[src/rtl/joystick_direction_angle_macros.svh]
// assertion macros shared by the joystick direction angle rtl
`ifndef JOYSTICK_DIRECTION_ANGLE_MACROS_SVH
`define JOYSTICK_DIRECTION_ANGLE_MACROS_SVH

// property that must hold at every clock edge outside reset
`define JDA_ASSERT_ALWAYS(label, expr, msg) \
    label: assert property (@(posedge clk) disable iff (!rst_n) (expr)) \
        else $error(msg);

// property whose consequent must hold in the cycle after the antecedent
`define JDA_ASSERT_NEXT(label, ante, cons, msg) \
    label: assert property (@(posedge clk) disable iff (!rst_n) (ante) |=> (cons)) \
        else $error(msg);

`endif

[src/rtl/jda_pkg.sv]
// package: constants, types and arctangent table for the joystick direction angle block
`timescale 1ns / 1ps

package jda_pkg;

    // converter and angle formats
    localparam int SAMPLE_BITS     = 12;
    localparam int CORDIC_STEPS    = 16;
    localparam int ANGLE_FRAC_BITS = 6;
    localparam int Z_FRAC          = 16;
    localparam int PRESCALE_BITS   = 8;
    localparam int ANGLE_W         = 15;

    // internal widths
    localparam int DW = SAMPLE_BITS + 1;
    localparam int XW = DW + PRESCALE_BITS + 3;
    localparam int ZW = Z_FRAC + 10;
    localparam int AW = ZW + 1;
    localparam int ROUND_SH = Z_FRAC - ANGLE_FRAC_BITS;

    // configuration port
    localparam int ADDR_W = 3;
    localparam int DATA_W = 32;
    localparam logic REG_X_REST = 1'b0;
    localparam logic REG_Y_REST = 1'b1;
    localparam logic [SAMPLE_BITS-1:0] CENTER_RESET = SAMPLE_BITS'(2048);

    // angle constants in degrees times 2^Z_FRAC, OUT_WRAP in degrees times 2^ANGLE_FRAC_BITS
    localparam logic signed [ZW-1:0] Z_QUARTER = ZW'(90 <<< Z_FRAC);
    localparam logic signed [ZW-1:0] Z_HALF    = ZW'(180 <<< Z_FRAC);
    localparam logic signed [AW-1:0] A_HALF    = AW'(180 <<< Z_FRAC);
    localparam logic signed [AW-1:0] A_FULL    = AW'(360 <<< Z_FRAC);
    localparam logic signed [AW-1:0] A_ROUND   = AW'(1 <<< (ROUND_SH - 1));
    localparam logic signed [AW-1:0] OUT_WRAP  = AW'(360 <<< ANGLE_FRAC_BITS);

    // one vector in flight through the pipeline
    typedef struct packed {
        logic signed [XW-1:0] x;
        logic signed [XW-1:0] y;
        logic signed [ZW-1:0] z;
        logic                 bypass;
        logic                 pressed;
        logic                 released;
    } stage_t;

    // atan(2^-i) in degrees times 2^16, rounded to nearest
    function automatic logic signed [ZW-1:0] atan_q16(input int idx);
        logic signed [ZW-1:0] v;
        unique case (idx)
            0:       v = ZW'(2949120);
            1:       v = ZW'(1740967);
            2:       v = ZW'(919879);
            3:       v = ZW'(466945);
            4:       v = ZW'(234379);
            5:       v = ZW'(117304);
            6:       v = ZW'(58666);
            7:       v = ZW'(29335);
            8:       v = ZW'(14668);
            9:       v = ZW'(7334);
            10:      v = ZW'(3667);
            11:      v = ZW'(1833);
            12:      v = ZW'(917);
            13:      v = ZW'(458);
            14:      v = ZW'(229);
            15:      v = ZW'(115);
            16:      v = ZW'(57);
            17:      v = ZW'(29);
            18:      v = ZW'(14);
            19:      v = ZW'(7);
            20:      v = ZW'(4);
            21:      v = ZW'(2);
            22:      v = ZW'(1);
            default: v = '0;
        endcase
        return v;
    endfunction

endpackage

[src/rtl/jda_front.sv]
// front stage: center subtraction, exact-axis cases, half-plane rotation, switch edges
`timescale 1ns / 1ps
`include "joystick_direction_angle_macros.svh"

module jda_front (
    input  logic                            clk,
    input  logic                            rst_n,
    input  logic [jda_pkg::SAMPLE_BITS-1:0] x_rest,
    input  logic [jda_pkg::SAMPLE_BITS-1:0] y_rest,
    input  logic                            sample_valid,
    output logic                            sample_stall,
    input  logic [jda_pkg::SAMPLE_BITS-1:0] x_sample,
    input  logic [jda_pkg::SAMPLE_BITS-1:0] y_sample,
    input  logic                            switch_level,
    output logic                            front_valid,
    input  logic                            front_stall,
    output jda_pkg::stage_t                 front_data
);

    logic                             front_valid_reg;
    logic                             front_valid_next;
    jda_pkg::stage_t                  front_reg;
    jda_pkg::stage_t                  front_next;
    logic                             prev_switch_reg;
    logic                             prev_switch_next;
    logic                             hold;
    logic                             accept;
    logic signed [jda_pkg::DW-1:0]    dx;
    logic signed [jda_pkg::DW-1:0]    dy;
    logic signed [jda_pkg::DW-1:0]    ndx;
    logic signed [jda_pkg::DW-1:0]    ndy;

    // scale an offset by 2^PRESCALE_BITS into the cordic width
    function automatic logic signed [jda_pkg::XW-1:0] scale(
        input logic signed [jda_pkg::DW-1:0] v
    );
        return {{(jda_pkg::XW - jda_pkg::DW - jda_pkg::PRESCALE_BITS){v[jda_pkg::DW-1]}},
                v, {jda_pkg::PRESCALE_BITS{1'b0}}};
    endfunction

    // handshake
    assign hold         = front_valid_reg && front_stall;
    assign sample_stall = hold;
    assign accept       = sample_valid && !hold;
    assign front_valid  = front_valid_reg;
    assign front_data   = front_reg;

    // offsets from the rest position
    assign dx  = $signed({1'b0, x_sample}) - $signed({1'b0, x_rest});
    assign dy  = $signed({1'b0, y_sample}) - $signed({1'b0, y_rest});
    assign ndx = -dx;
    assign ndy = -dy;

    // starting vector and angle
    always_comb
    begin
        front_next.x        = scale(dx);
        front_next.y        = scale(dy);
        front_next.z        = '0;
        front_next.bypass   = 1'b0;
        front_next.pressed  = !prev_switch_reg && switch_level;
        front_next.released = prev_switch_reg && !switch_level;
        priority if (dy == '0)
        begin
            front_next.bypass = 1'b1;
            front_next.z      = dx[jda_pkg::DW-1] ? jda_pkg::Z_HALF : '0;
        end
        else if (dx == '0)
        begin
            front_next.bypass = 1'b1;
            front_next.z      = dy[jda_pkg::DW-1] ? -jda_pkg::Z_QUARTER : jda_pkg::Z_QUARTER;
        end
        else if (dx[jda_pkg::DW-1])
        begin
            // left half-plane: rotate into the right half first
            if (!dy[jda_pkg::DW-1])
            begin
                front_next.x = scale(dy);
                front_next.y = scale(ndx);
                front_next.z = jda_pkg::Z_QUARTER;
            end
            else
            begin
                front_next.x = scale(ndy);
                front_next.y = scale(dx);
                front_next.z = -jda_pkg::Z_QUARTER;
            end
        end
    end

    assign front_valid_next = hold ? front_valid_reg : sample_valid;
    assign prev_switch_next = accept ? switch_level : prev_switch_reg;

    // control state
    always_ff @(posedge clk or negedge rst_n)
    begin
        if (!rst_n)
        begin
            front_valid_reg <= 1'b0;
            prev_switch_reg <= 1'b0;
        end
        else
        begin
            front_valid_reg <= front_valid_next;
            prev_switch_reg <= prev_switch_next;
        end
    end

    // payload
    always_ff @(posedge clk)
    begin
        if (accept)
        begin
            front_reg <= front_next;
        end
    end

    `JDA_ASSERT_NEXT(a_prev_switch_tracks, accept,
        prev_switch_reg == $past(switch_level),
        "switch history not updated on transfer")

endmodule

[src/rtl/jda_cordic.sv]
// cordic vectoring pipeline, one rotation per stage
`timescale 1ns / 1ps

module jda_cordic (
    input  logic            clk,
    input  logic            rst_n,
    input  logic            in_valid,
    output logic            in_stall,
    input  jda_pkg::stage_t in_data,
    output logic            out_valid,
    input  logic            out_stall,
    output jda_pkg::stage_t out_data
);

    localparam int N = jda_pkg::CORDIC_STEPS;

    jda_pkg::stage_t src_data [0:N-1];
    jda_pkg::stage_t stage_reg [0:N-1];
    logic [N-1:0]    src_valid;
    logic [N:0]      hold;
    logic [N-1:0]    stage_valid_reg;

    assign src_data[0]  = in_data;
    assign src_valid[0] = in_valid;
    assign hold[N]      = out_stall;
    assign in_stall     = hold[0];
    assign out_valid    = stage_valid_reg[N-1];
    assign out_data     = stage_reg[N-1];

    genvar k;
    for (k = 0; k < N; k++)
    begin : g_stage
        jda_pkg::stage_t                stage_next;
        logic signed [jda_pkg::XW-1:0]  xs;
        logic signed [jda_pkg::XW-1:0]  ys;

        // each stage takes the vector of the stage before it
        if (k > 0)
        begin : g_link
            assign src_data[k]  = stage_reg[k-1];
            assign src_valid[k] = stage_valid_reg[k-1];
        end

        assign hold[k] = stage_valid_reg[k] && hold[k+1];

        // shifted copies round toward minus infinity
        assign xs = $signed(src_data[k].x) >>> k;
        assign ys = $signed(src_data[k].y) >>> k;

        // one micro-rotation toward the x axis
        always_comb
        begin
            stage_next = src_data[k];
            if (!src_data[k].bypass)
            begin
                if (!src_data[k].y[jda_pkg::XW-1])
                begin
                    stage_next.x = src_data[k].x + ys;
                    stage_next.y = src_data[k].y - xs;
                    stage_next.z = src_data[k].z + jda_pkg::atan_q16(k);
                end
                else
                begin
                    stage_next.x = src_data[k].x - ys;
                    stage_next.y = src_data[k].y + xs;
                    stage_next.z = src_data[k].z - jda_pkg::atan_q16(k);
                end
            end
        end

        // stage valid
        always_ff @(posedge clk or negedge rst_n)
        begin
            if (!rst_n)
            begin
                stage_valid_reg[k] <= 1'b0;
            end
            else if (!hold[k])
            begin
                stage_valid_reg[k] <= src_valid[k];
            end
        end

        // stage payload
        always_ff @(posedge clk)
        begin
            if (!hold[k] && src_valid[k])
            begin
                stage_reg[k] <= stage_next;
            end
        end
    end

endmodule

[src/rtl/jda_finish.sv]
// output stage: reflect about 180 degrees, wrap, round and register the result
`timescale 1ns / 1ps
`include "joystick_direction_angle_macros.svh"

module jda_finish (
    input  logic                        clk,
    input  logic                        rst_n,
    input  logic                        in_valid,
    output logic                        in_stall,
    input  jda_pkg::stage_t             in_data,
    output logic                        valid,
    input  logic                        stall,
    output logic [jda_pkg::ANGLE_W-1:0] angle_degrees,
    output logic                        pressed,
    output logic                        released
);

    logic                          out_valid_reg;
    logic [jda_pkg::ANGLE_W-1:0]   angle_reg;
    logic [jda_pkg::ANGLE_W-1:0]   angle_next;
    logic                          pressed_reg;
    logic                          released_reg;
    logic                          hold;
    logic                          load;
    logic signed [jda_pkg::AW-1:0] diff;
    logic signed [jda_pkg::AW-1:0] wrapped;
    logic signed [jda_pkg::AW-1:0] rounded;
    logic signed [jda_pkg::AW-1:0] final_angle;

    assign hold     = out_valid_reg && stall;
    assign in_stall = hold;
    assign load     = in_valid && !hold;

    // 180 minus the angle, wrapped once into one turn
    assign diff = jda_pkg::A_HALF - jda_pkg::AW'(in_data.z);
    always_comb
    begin
        priority if (diff[jda_pkg::AW-1])
        begin
            wrapped = diff + jda_pkg::A_FULL;
        end
        else if (diff >= jda_pkg::A_FULL)
        begin
            wrapped = diff - jda_pkg::A_FULL;
        end
        else
        begin
            wrapped = diff;
        end
    end

    // round half up to the output fraction, a full turn wraps to zero
    assign rounded     = (wrapped + jda_pkg::A_ROUND) >>> jda_pkg::ROUND_SH;
    assign final_angle = (rounded >= jda_pkg::OUT_WRAP) ? rounded - jda_pkg::OUT_WRAP : rounded;
    assign angle_next  = final_angle[jda_pkg::ANGLE_W-1:0];

    // result valid
    always_ff @(posedge clk or negedge rst_n)
    begin
        if (!rst_n)
        begin
            out_valid_reg <= 1'b0;
        end
        else if (!hold)
        begin
            out_valid_reg <= in_valid;
        end
    end

    // result payload
    always_ff @(posedge clk)
    begin
        if (load)
        begin
            angle_reg    <= angle_next;
            pressed_reg  <= in_data.pressed;
            released_reg <= in_data.released;
        end
    end

    assign valid         = out_valid_reg;
    assign angle_degrees = angle_reg;
    assign pressed       = pressed_reg;
    assign released      = released_reg;

    `JDA_ASSERT_ALWAYS(a_angle_in_turn, !out_valid_reg || ({1'b0, angle_reg} < jda_pkg::ANGLE_W'(jda_pkg::OUT_WRAP)), "angle outside one turn")

endmodule

[src/rtl/joystick_direction_angle.sv]
// top level of the joystick direction angle block
`timescale 1ns / 1ps
`include "joystick_direction_angle_macros.svh"

// Joystick direction angle. Each sample transfer (x_sample, y_sample,
// switch_level) yields one result transfer: angle_degrees is 180 minus
// atan2 of the centered Y and X offsets, in degrees times 64, in [0, 360),
// and pressed/released flag a rising or falling switch level relative to the
// previous sample. The block takes one sample every cycle while sample_stall
// is low. A sample passes through 18 register stages: one input stage
// (centering and half-plane rotation), 16 cordic rotation stages and one
// output stage (wrap and rounding). Stages with a bubble keep filling while
// the result is stalled. The X rest position (address 0) and the Y rest
// position (address 4) reset to 2048 and should be written only while no
// sample is in flight.
module joystick_direction_angle (
    input  logic                            clk,
    input  logic                            rst_n,
    input  logic                            psel,
    input  logic                            penable,
    input  logic                            pwrite,
    input  logic [jda_pkg::ADDR_W-1:0]      paddr,
    input  logic [jda_pkg::DATA_W-1:0]      pwdata,
    output logic [jda_pkg::DATA_W-1:0]      prdata,
    output logic                            pready,
    input  logic                            sample_valid,
    output logic                            sample_stall,
    input  logic [jda_pkg::SAMPLE_BITS-1:0] x_sample,
    input  logic [jda_pkg::SAMPLE_BITS-1:0] y_sample,
    input  logic                            switch_level,
    output logic                            angle_valid,
    input  logic                            angle_stall,
    output logic [jda_pkg::ANGLE_W-1:0]     angle_degrees,
    output logic                            pressed,
    output logic                            released
);

    logic [jda_pkg::SAMPLE_BITS-1:0] x_rest_reg;
    logic [jda_pkg::SAMPLE_BITS-1:0] y_rest_reg;
    logic                            cfg_write;
    logic                            reg_sel;
    logic                            front_valid;
    logic                            front_stall;
    jda_pkg::stage_t                 front_data;
    logic                            cordic_valid;
    logic                            cordic_stall;
    jda_pkg::stage_t                 cordic_data;

    // configuration registers
    assign pready    = 1'b1;
    assign reg_sel   = paddr[2];
    assign cfg_write = psel && penable && pwrite;

    always_ff @(posedge clk or negedge rst_n)
    begin
        if (!rst_n)
        begin
            x_rest_reg <= jda_pkg::CENTER_RESET;
            y_rest_reg <= jda_pkg::CENTER_RESET;
        end
        else if (cfg_write)
        begin
            unique case (reg_sel)
                jda_pkg::REG_X_REST: x_rest_reg <= pwdata[jda_pkg::SAMPLE_BITS-1:0];
                jda_pkg::REG_Y_REST: y_rest_reg <= pwdata[jda_pkg::SAMPLE_BITS-1:0];
                default:             x_rest_reg <= x_rest_reg;
            endcase
        end
    end

    // register readback
    always_comb
    begin
        unique case (reg_sel)
            jda_pkg::REG_X_REST:
                prdata = {{(jda_pkg::DATA_W - jda_pkg::SAMPLE_BITS){1'b0}}, x_rest_reg};
            jda_pkg::REG_Y_REST:
                prdata = {{(jda_pkg::DATA_W - jda_pkg::SAMPLE_BITS){1'b0}}, y_rest_reg};
            default:
                prdata = '0;
        endcase
    end

    // input stage
    jda_front u_front (
        .clk          (clk),
        .rst_n        (rst_n),
        .x_rest       (x_rest_reg),
        .y_rest       (y_rest_reg),
        .sample_valid (sample_valid),
        .sample_stall (sample_stall),
        .x_sample     (x_sample),
        .y_sample     (y_sample),
        .switch_level (switch_level),
        .front_valid  (front_valid),
        .front_stall  (front_stall),
        .front_data   (front_data)
    );

    // rotation pipeline
    jda_cordic u_cordic (
        .clk       (clk),
        .rst_n     (rst_n),
        .in_valid  (front_valid),
        .in_stall  (front_stall),
        .in_data   (front_data),
        .out_valid (cordic_valid),
        .out_stall (cordic_stall),
        .out_data  (cordic_data)
    );

    // output stage
    jda_finish u_finish (
        .clk           (clk),
        .rst_n         (rst_n),
        .in_valid      (cordic_valid),
        .in_stall      (cordic_stall),
        .in_data       (cordic_data),
        .valid         (angle_valid),
        .stall         (angle_stall),
        .angle_degrees (angle_degrees),
        .pressed       (pressed),
        .released      (released)
    );

    `JDA_ASSERT_ALWAYS(a_edges_exclusive,
        !(angle_valid && pressed && released),
        "pressed and released in one result")

endmodule
[config.mk]
export PLATFORM = sky130hd
export DESIGN_NAME = joystick_direction_angle
export DESIGN_NICKNAME = d
export VERILOG_FILES = /design/src/rtl/jda_pkg.sv /design/src/rtl/jda_front.sv /design/src/rtl/jda_cordic.sv /design/src/rtl/jda_finish.sv /design/src/rtl/joystick_direction_angle.sv
export VERILOG_INCLUDE_DIRS = /design/src /design/src/rtl
export SDC_FILE = /design/constraint.sdc
export NUM_CORES = 2
export LEC_CHECK = 0
export BUFFER_PORTS_ARGS = -buffer_cell sky130_fd_sc_hd__buf_4
export CORE_ASPECT_RATIO = 0.8
export CORE_MARGIN = 5
export CORE_UTILIZATION = 52
export CTS_BUF_LIST = sky130_fd_sc_hd__clkbuf_4
export DETAILED_ROUTE_END_ITERATION = 10
export PLACE_DENSITY_LB_ADDON = 0.08
export SYNTH_ARGS = -nofsm -noshare
export SYNTH_HDL_FRONTEND = slang
export SYNTH_SLANG_ARGS = --single-unit
[constraint.sdc]
create_clock -name clk -period 13.4 [get_ports clk]
set_input_delay 0.67 -clock clk [delete_from_list [all_inputs] [get_ports clk]]
set_output_delay 0.67 -clock clk [all_outputs]
set_load 0.01 [all_outputs]
# After elaboration in Yosys (flattened, before gate mapping)
# Memory sizes are Yosys's and may differ from the RTL's.
# Cells that the tools add are included.
[totals]
regBits = 137
n_memories = 1
ramBits = 1232
in_bits = 67
elab_cells = 283
out_inout_bits = 52
[mem_list]
columns = ["name", "depth", "word_bits", "read_ports", "rd_clocked_by_memory_dff", "write_ports", "line_no", "rtl"]
rows = [
  ["u_cordic.stage_reg", 16, 77, 16, 0, 16, "jda_cordic.sv:18", "jda_pkg::stage_t stage_reg [0:N-1];"],
]
[op_classes]
add_sub_neg = 104
order_cmp = 2
reduce_logical = 65
n_mux = 77
bitwise_logic = 2
[ops]
columns = ["op", "n"]
rows = [
  ["$mux W74", 34],
  ["$mux W48", 2],
  ["$mux W27", 3],
  ["$pmux W32 S2", 1],
  ["$mux W26", 2],
  ["$add A24 B10 Y24", 2],
  ["$add A24 B11 Y24", 2],
  ["$add A24 B12 Y24", 2],
  ["$add A24 B13 Y24", 2],
  ["$add A24 B14 Y24", 2],
  ["$add A24 B15 Y24", 2],
  ["$add A24 B16 Y24", 2],
  ["$add A24 B17 Y24", 2],
  ["$add A24 B18 Y24", 2],
  ["$add A24 B19 Y24", 2],
  ["$add A24 B20 Y24", 2],
  ["$add A24 B21 Y24", 2],
  ["$add A24 B22 Y24", 2],
  ["$add A24 B23 Y24", 2],
  ["$add A24 B9 Y24", 2],
  ["$sub A24 B10 Y24", 2],
  ["$sub A24 B11 Y24", 2],
  ["$sub A24 B12 Y24", 2],
  ["$sub A24 B13 Y24", 2],
  ["other kinds (63)", 170],
]

# Longest topological paths before layout
[logic_depth]
ltp_word = 21
mapped_depth = 20

# Modules after synthesis
# Synthesis repeated with hierarchy kept, for this count alone.
[hier_totals]
hier_cells = 13806
hier_area_um2 = 122201.0
[by_module_without_submodules]
columns = ["mod", "area_each_um2", "cells_per_inst", "seq_area_each_um2", "n_inst"]
rows = [
  ["jda_cordic", 115219.3, 13086, 37395.9, 1],
  ["jda_front", 3698.5, 411, 1071.0, 1],
  ["jda_finish", 2008.2, 221, 535.5, 1],
  ["joystick_direction_angle", 1275.0, 88, 603.1, 1],
]

# Worst setup path after synthesis
# Ideal clock, no wire load.
[synth_timing]
path_type = "input -> register"
from = "input port angle_stall"
to = "memory u_cordic.stage_reg[3][100] (netlist bit) (enable)"
arrival_time_ps = 4886
setup_ps = 522
path_buffers = 0
required_ps = 12878
path_slack_ps = 7991
path_stages = 6
path_cell_list = "and3_1 and3_1 nand4_1 nor2_1 and3_1 nor2b_1"
[synth_rtl]
columns = ["element", "line_no", "rtl"]
rows = [
  ["start, declared", "joystick_direction_angle.sv:32", "input logic angle_stall,"],
  ["end, declared", "jda_cordic.sv:18", ""],
]

==> report_table.html <==
<table>
<tr><th>Metric</th><th>Value</th></tr>
<tr><th colspan="2">Logic synthesis</th></tr>
<tr><td>Area contributors post-synth</td><td>sky130_fd_sc_hd__edfxtp_1, sky130_fd_sc_hd__ha_1, sky130_fd_sc_hd__o21ai_0</td></tr>
<tr><td>Sequential area share after synthesis</td><td>0.350</td></tr>
<tr><td>Portion of synthesized cell area occupied by the leading cell type</td><td>0.339</td></tr>
<tr><td>Mapped Cells</td><td>10.8k</td></tr>
<tr><td>FF+latch count, synth</td><td>about 1.1k</td></tr>
<tr><td>Number of synthesized flops with an enable pin</td><td>1100</td></tr>
<tr><td>Distinct cell type count of the synthesized netlist</td><td>91</td></tr>
<tr><td>Most used standard cells in the synthesized netlist</td><td>sky130_fd_sc_hd__nand2_1, sky130_fd_sc_hd__o21ai_0, sky130_fd_sc_hd__edfxtp_1, sky130_fd_sc_hd__ha_1, sky130_fd_sc_hd__nor2_1</td></tr>
<tr><td>Library cell with the highest instance count after synthesis</td><td>sky130_fd_sc_hd__nand2_1</td></tr>
<tr><td>Average cell area after synthesis</td><td>9.00 um2</td></tr>
<tr><td>Post-synthesis cell area</td><td>97300 um2</td></tr>
<tr><td>Most common flop cell mapped by yosys</td><td>sky130_fd_sc_hd__edfxtp_1</td></tr>
<tr><td>Total of warnings raised by yosys</td><td>0</td></tr>
<tr><td>Synth area leader</td><td>sky130_fd_sc_hd__edfxtp_1</td></tr>
<tr><td>Proportion of register bits with asynchronous set or reset after synthesis</td><td>0.0376</td></tr>
<tr><th colspan="2">STA</th></tr>
<tr><td>Number of max-slew violations in the final report</td><td>0</td></tr>
<tr><td>RSZ-0062 raised after global routing</td><td>no</td></tr>
<tr><td>Slew Limit Headroom</td><td>0.148</td></tr>
<tr><td>Smallest hold slack</td><td>around 0.17 ns</td></tr>
<tr><td>Final Hold Viols</td><td>0</td></tr>
<tr><td>F_max</td><td>0.183 GHz</td></tr>
<tr><td>Actual transition at the worst max-transition pin</td><td>1.26 ns</td></tr>
<tr><td>Worst clock skew</td><td>0.0863 ns</td></tr>
<tr><td>Crit path time final</td><td>5.45 ns</td></tr>
<tr><td>Setup TNS</td><td>0 ns</td></tr>
<tr><td>Setup-failing EPs final</td><td>0</td></tr>
<tr><td>Fin crit share</td><td>0.407</td></tr>
<tr><th colspan="2">Route</th></tr>
<tr><td>Total length of routed wires</td><td>247 mm</td></tr>
<tr><td>Number of vias per cell after detailed routing</td><td>5.82</td></tr>
<tr><td>Routed length per placed instance</td><td>between 15 and 20 um</td></tr>
<tr><td>Detailed-router iteration count before antenna repair</td><td>6</td></tr>
<tr><td>Remaining number of nets flagged by the antenna check after routing</td><td>0</td></tr>
<tr><td>DR DRC count</td><td>0</td></tr>
<tr><td>Initial DRC count</td><td>6226</td></tr>
<tr><td>Overall via count from detail_route</td><td>79.9k</td></tr>
<tr><th colspan="2">Clocking</th></tr>
<tr><td>Buffers from clock root to sink, at most</td><td>4</td></tr>
<tr><td>CTS Buf Count</td><td>325</td></tr>
<tr><td>Number of H-tree levels</td><td>5</td></tr>
<tr><td>CTS tree</td><td>yes</td></tr>
<tr><td>Later-pin clock latency in the skew report</td><td>1.31 ns</td></tr>
<tr><td>CTS Root Buffer Type</td><td>sky130_fd_sc_hd__clkbuf_4</td></tr>
<tr><td>Clock transition at the registers of the reported paths</td><td>0.07 ns</td></tr>
<tr><td>Post_cts resized</td><td>0</td></tr>
<tr><td>Sink count of the clock tree</td><td>1143</td></tr>
<tr><td>Post-CTS Repair Setup Buffers</td><td>0</td></tr>
<tr><th colspan="2">Cells and area</th></tr>
<tr><td>Util after Layout</td><td>0.560</td></tr>
<tr><td>Proportion of layout cells with a drive suffix above 1</td><td>0.0771</td></tr>
<tr><td>Final nets</td><td>12.1k</td></tr>
<tr><td>Number of flip-flops under the largest register name</td><td>between 1k and 1.5k</td></tr>
<tr><td>Area grow syn2layout</td><td>7.49%</td></tr>
<tr><th colspan="2">Global routing</th></tr>
<tr><td>Vias in the first global route</td><td>75.2k</td></tr>
<tr><td>GRT Resource Usage Total</td><td>0.244</td></tr>
<tr><td>Final global-route overflow total</td><td>0</td></tr>
<tr><td>Wire length of the first global-routing pass</td><td>395 mm</td></tr>
<tr><td>Pin count of the biggest net entering global routing</td><td>116</td></tr>
<tr><td>Antenna violations before repair</td><td>3</td></tr>
<tr><th colspan="2">Placed design</th></tr>
<tr><td>Placer's final routability congestion estimate</td><td>0.892</td></tr>
<tr><td>Count of buffers from port buffering</td><td>75</td></tr>
<tr><td>Hpwl dp</td><td>between 150 and 200 mm</td></tr>
<tr><th colspan="2">Floorplanning</th></tr>
<tr><td>Boundary pin count</td><td>119</td></tr>
<tr><td>DIE WIDTH</td><td>494 um</td></tr>
<tr><td>Starting density of the core</td><td>0.521</td></tr>
<tr><td>Height of the die</td><td>397 um</td></tr>
<tr><td>Die Outline Area</td><td>just under 200000 um2</td></tr>
<tr><td>Rows</td><td>142</td></tr>
<tr><td>Area of the placeable core</td><td>187000 um2</td></tr>
<tr><th colspan="2">Setup path</th></tr>
<tr><td>Capturing point of the worst reg2reg path</td><td>u_cordic.stage_reg[5][124]</td></tr>
<tr><td>Worst setup startpoint</td><td>u_cordic.stage_reg[5][52]</td></tr>
<tr><td>CP Max Fanout</td><td>46</td></tr>
<tr><td>Crit Reg-Reg Startpoint</td><td>u_cordic.stage_reg[5][52]</td></tr>
<tr><td>Nature of the critical path startpoint</td><td>flip-flop</td></tr>
<tr><td>Arrival time worst endpoint</td><td>6.46 ns</td></tr>
<tr><td>Count of cells along the worst register-to-register path</td><td>14</td></tr>
<tr><td>Worst Setup End Kind</td><td>flip-flop</td></tr>
<tr><td>Capture point of the critical path</td><td>u_cordic.stage_reg[5][124]</td></tr>
<tr><td>Worst setup slack for register-to-register paths</td><td>7.95 ns</td></tr>
<tr><td>Crit path required time</td><td>14.41 ns</td></tr>
<tr><td>Category of the most critical setup path</td><td>flip-flop to flip-flop</td></tr>
<tr><th colspan="2">Status</th></tr>
<tr><td>Run status</td><td>finished, final reports clean</td></tr>
<tr><th colspan="2">Flow run</th></tr>
<tr><td>Maxcap violations</td><td>0</td></tr>
<tr><th colspan="2">Worst hold path</th></tr>
<tr><td>Hold Crit Class</td><td>input port to flip-flop</td></tr>
<tr><td>Hold path startpoint</td><td>pwdata[3]</td></tr>
</table>
==> what timing repair did <==
item                                   4_1_cts  5_1_grt
setup endpoints to repair                    0        0
endpoints found under the hold margin      127        0
hold buffers                                34        0
==> stage by stage <==
stage	setup slack (ns)	area (um2)	cells
2_1_floorplan	7.99	97400	10800
6_report	7.95	105000	13700
5_1_grt	7.67	105000	13700
4_1_cts	8.12	105000	13700
3_3_place_gp	8.18	100000	13200
3_5_place_dp	8.15	100000	13200
==> per-layer routing <==
metal / vias to the layer above / global-route usage / routed length (um)
met5: - / 0 / 0
met4: 0 / 0.0672 / 5930
met3: 411 / 0.0368 / 13200
met2: 1952 / 0.379 / 108000
met1: 37600 / 0.355 / 119000
li1: 40000 / - / -
==> cells in the final DEF (no fill, tap or decap), types with 21 or more instances in the layout <==
cell	n
sky130_fd_sc_hd__nor3_1	334
sky130_fd_sc_hd__nor3b_1	21
sky130_fd_sc_hd__o21a_1	139
sky130_fd_sc_hd__and3_1	126
sky130_fd_sc_hd__a211o_1	43
sky130_fd_sc_hd__a21boi_0	29
sky130_fd_sc_hd__a211oi_1	83
sky130_fd_sc_hd__nand3_1	153
sky130_fd_sc_hd__o31ai_1	113
sky130_fd_sc_hd__mux2_2	125
sky130_fd_sc_hd__a31oi_1	123
sky130_fd_sc_hd__dfrtp_1	41
sky130_fd_sc_hd__nor2b_1	142
sky130_fd_sc_hd__nor4_1	54
sky130_fd_sc_hd__dlygate4sd3_1	33
sky130_fd_sc_hd__clkinv_1	65
sky130_fd_sc_hd__xor2_1	614
sky130_fd_sc_hd__clkinv_2	24
sky130_fd_sc_hd__nand2b_1	156
sky130_fd_sc_hd__ha_1	1010
sky130_fd_sc_hd__a21oi_1	778
sky130_fd_sc_hd__or2_2	56
sky130_fd_sc_hd__o41ai_1	47
sky130_fd_sc_hd__conb_1	21
sky130_fd_sc_hd__inv_1	404
sky130_fd_sc_hd__mux2i_1	55
sky130_fd_sc_hd__clkbuf_4	436
sky130_fd_sc_hd__and2_1	60
sky130_fd_sc_hd__fa_1	44
sky130_fd_sc_hd__o21bai_1	112
sky130_fd_sc_hd__nand4_1	32
sky130_fd_sc_hd__xnor2_1	568
sky130_fd_sc_hd__buf_4	141
sky130_fd_sc_hd__o21ai_0	1131
sky130_fd_sc_hd__nor2_1	872
sky130_fd_sc_hd__o211ai_1	58
sky130_fd_sc_hd__a21o_1	206
sky130_fd_sc_hd__nand2_1	1241
sky130_fd_sc_hd__edfxtp_1	1100
sky130_fd_sc_hd__or3_1	92
==> logic make-up (layout without fill, tap and decap cells) <==
family	count (synthesis)	after routing	synth area share
and+or+nand+nor	3443	3443	0.163
AOI/OAI and AO/OA	3064	3064	0.190
xor gates and xnor gates	1182	1182	0.106
DFF	1143	1143	0.350
adders and majority gates	1055	1055	0.139
buffers and inverters	736	1118	0.0293
muxes	189	189	0.0215
other	2	31	0.0000772
==> layout make-up <==
cell class	count	area, um2
Timing Repair Buffer	175	1420
Clock inverter	95	597
Tap cell	2520	3150
Inverter	412	1550
Antenna cell	10	25.0
Clock buffer	436	3270
Sequential cell	1143	34100
Multi-Input combinational cell	8954	60500
Fill cell	16700	82100
==> critical path, cell delays in order (launching register included) <==
cell and delay, ns:
sky130_fd_sc_hd__edfxtp_1 0.32, sky130_fd_sc_hd__buf_4 0.46, sky130_fd_sc_hd__mux2_2 0.44, sky130_fd_sc_hd__fa_1 0.44, sky130_fd_sc_hd__a21o_1 0.21, sky130_fd_sc_hd__a21oi_1 0.24
sky130_fd_sc_hd__o21bai_1 0.10, sky130_fd_sc_hd__a21oi_1 0.34, sky130_fd_sc_hd__o21ai_0 0.22, sky130_fd_sc_hd__a211oi_1 0.54, sky130_fd_sc_hd__o21ai_0 0.32, sky130_fd_sc_hd__a2111oi_0 1.04
sky130_fd_sc_hd__o31ai_1 0.20, sky130_fd_sc_hd__xnor2_1 0.19, sky130_fd_sc_hd__o21ai_0 0.08
==> worst min path at each step <==
stage | endpoint | cells past startpoint
detailed placement | u_cordic.stage_reg[2][1] | 0
finish | x_rest_reg[3] | 3
global placement | u_cordic.stage_reg[2][77] | 0
global route | x_rest_reg[6] | 3
CTS | u_front.front_data[47] | 5
floorplan | u_cordic.out_valid | 0
Power is not shown: default switching activity piles up to over one toggle a cycle in this logic, so the estimate is an artifact.
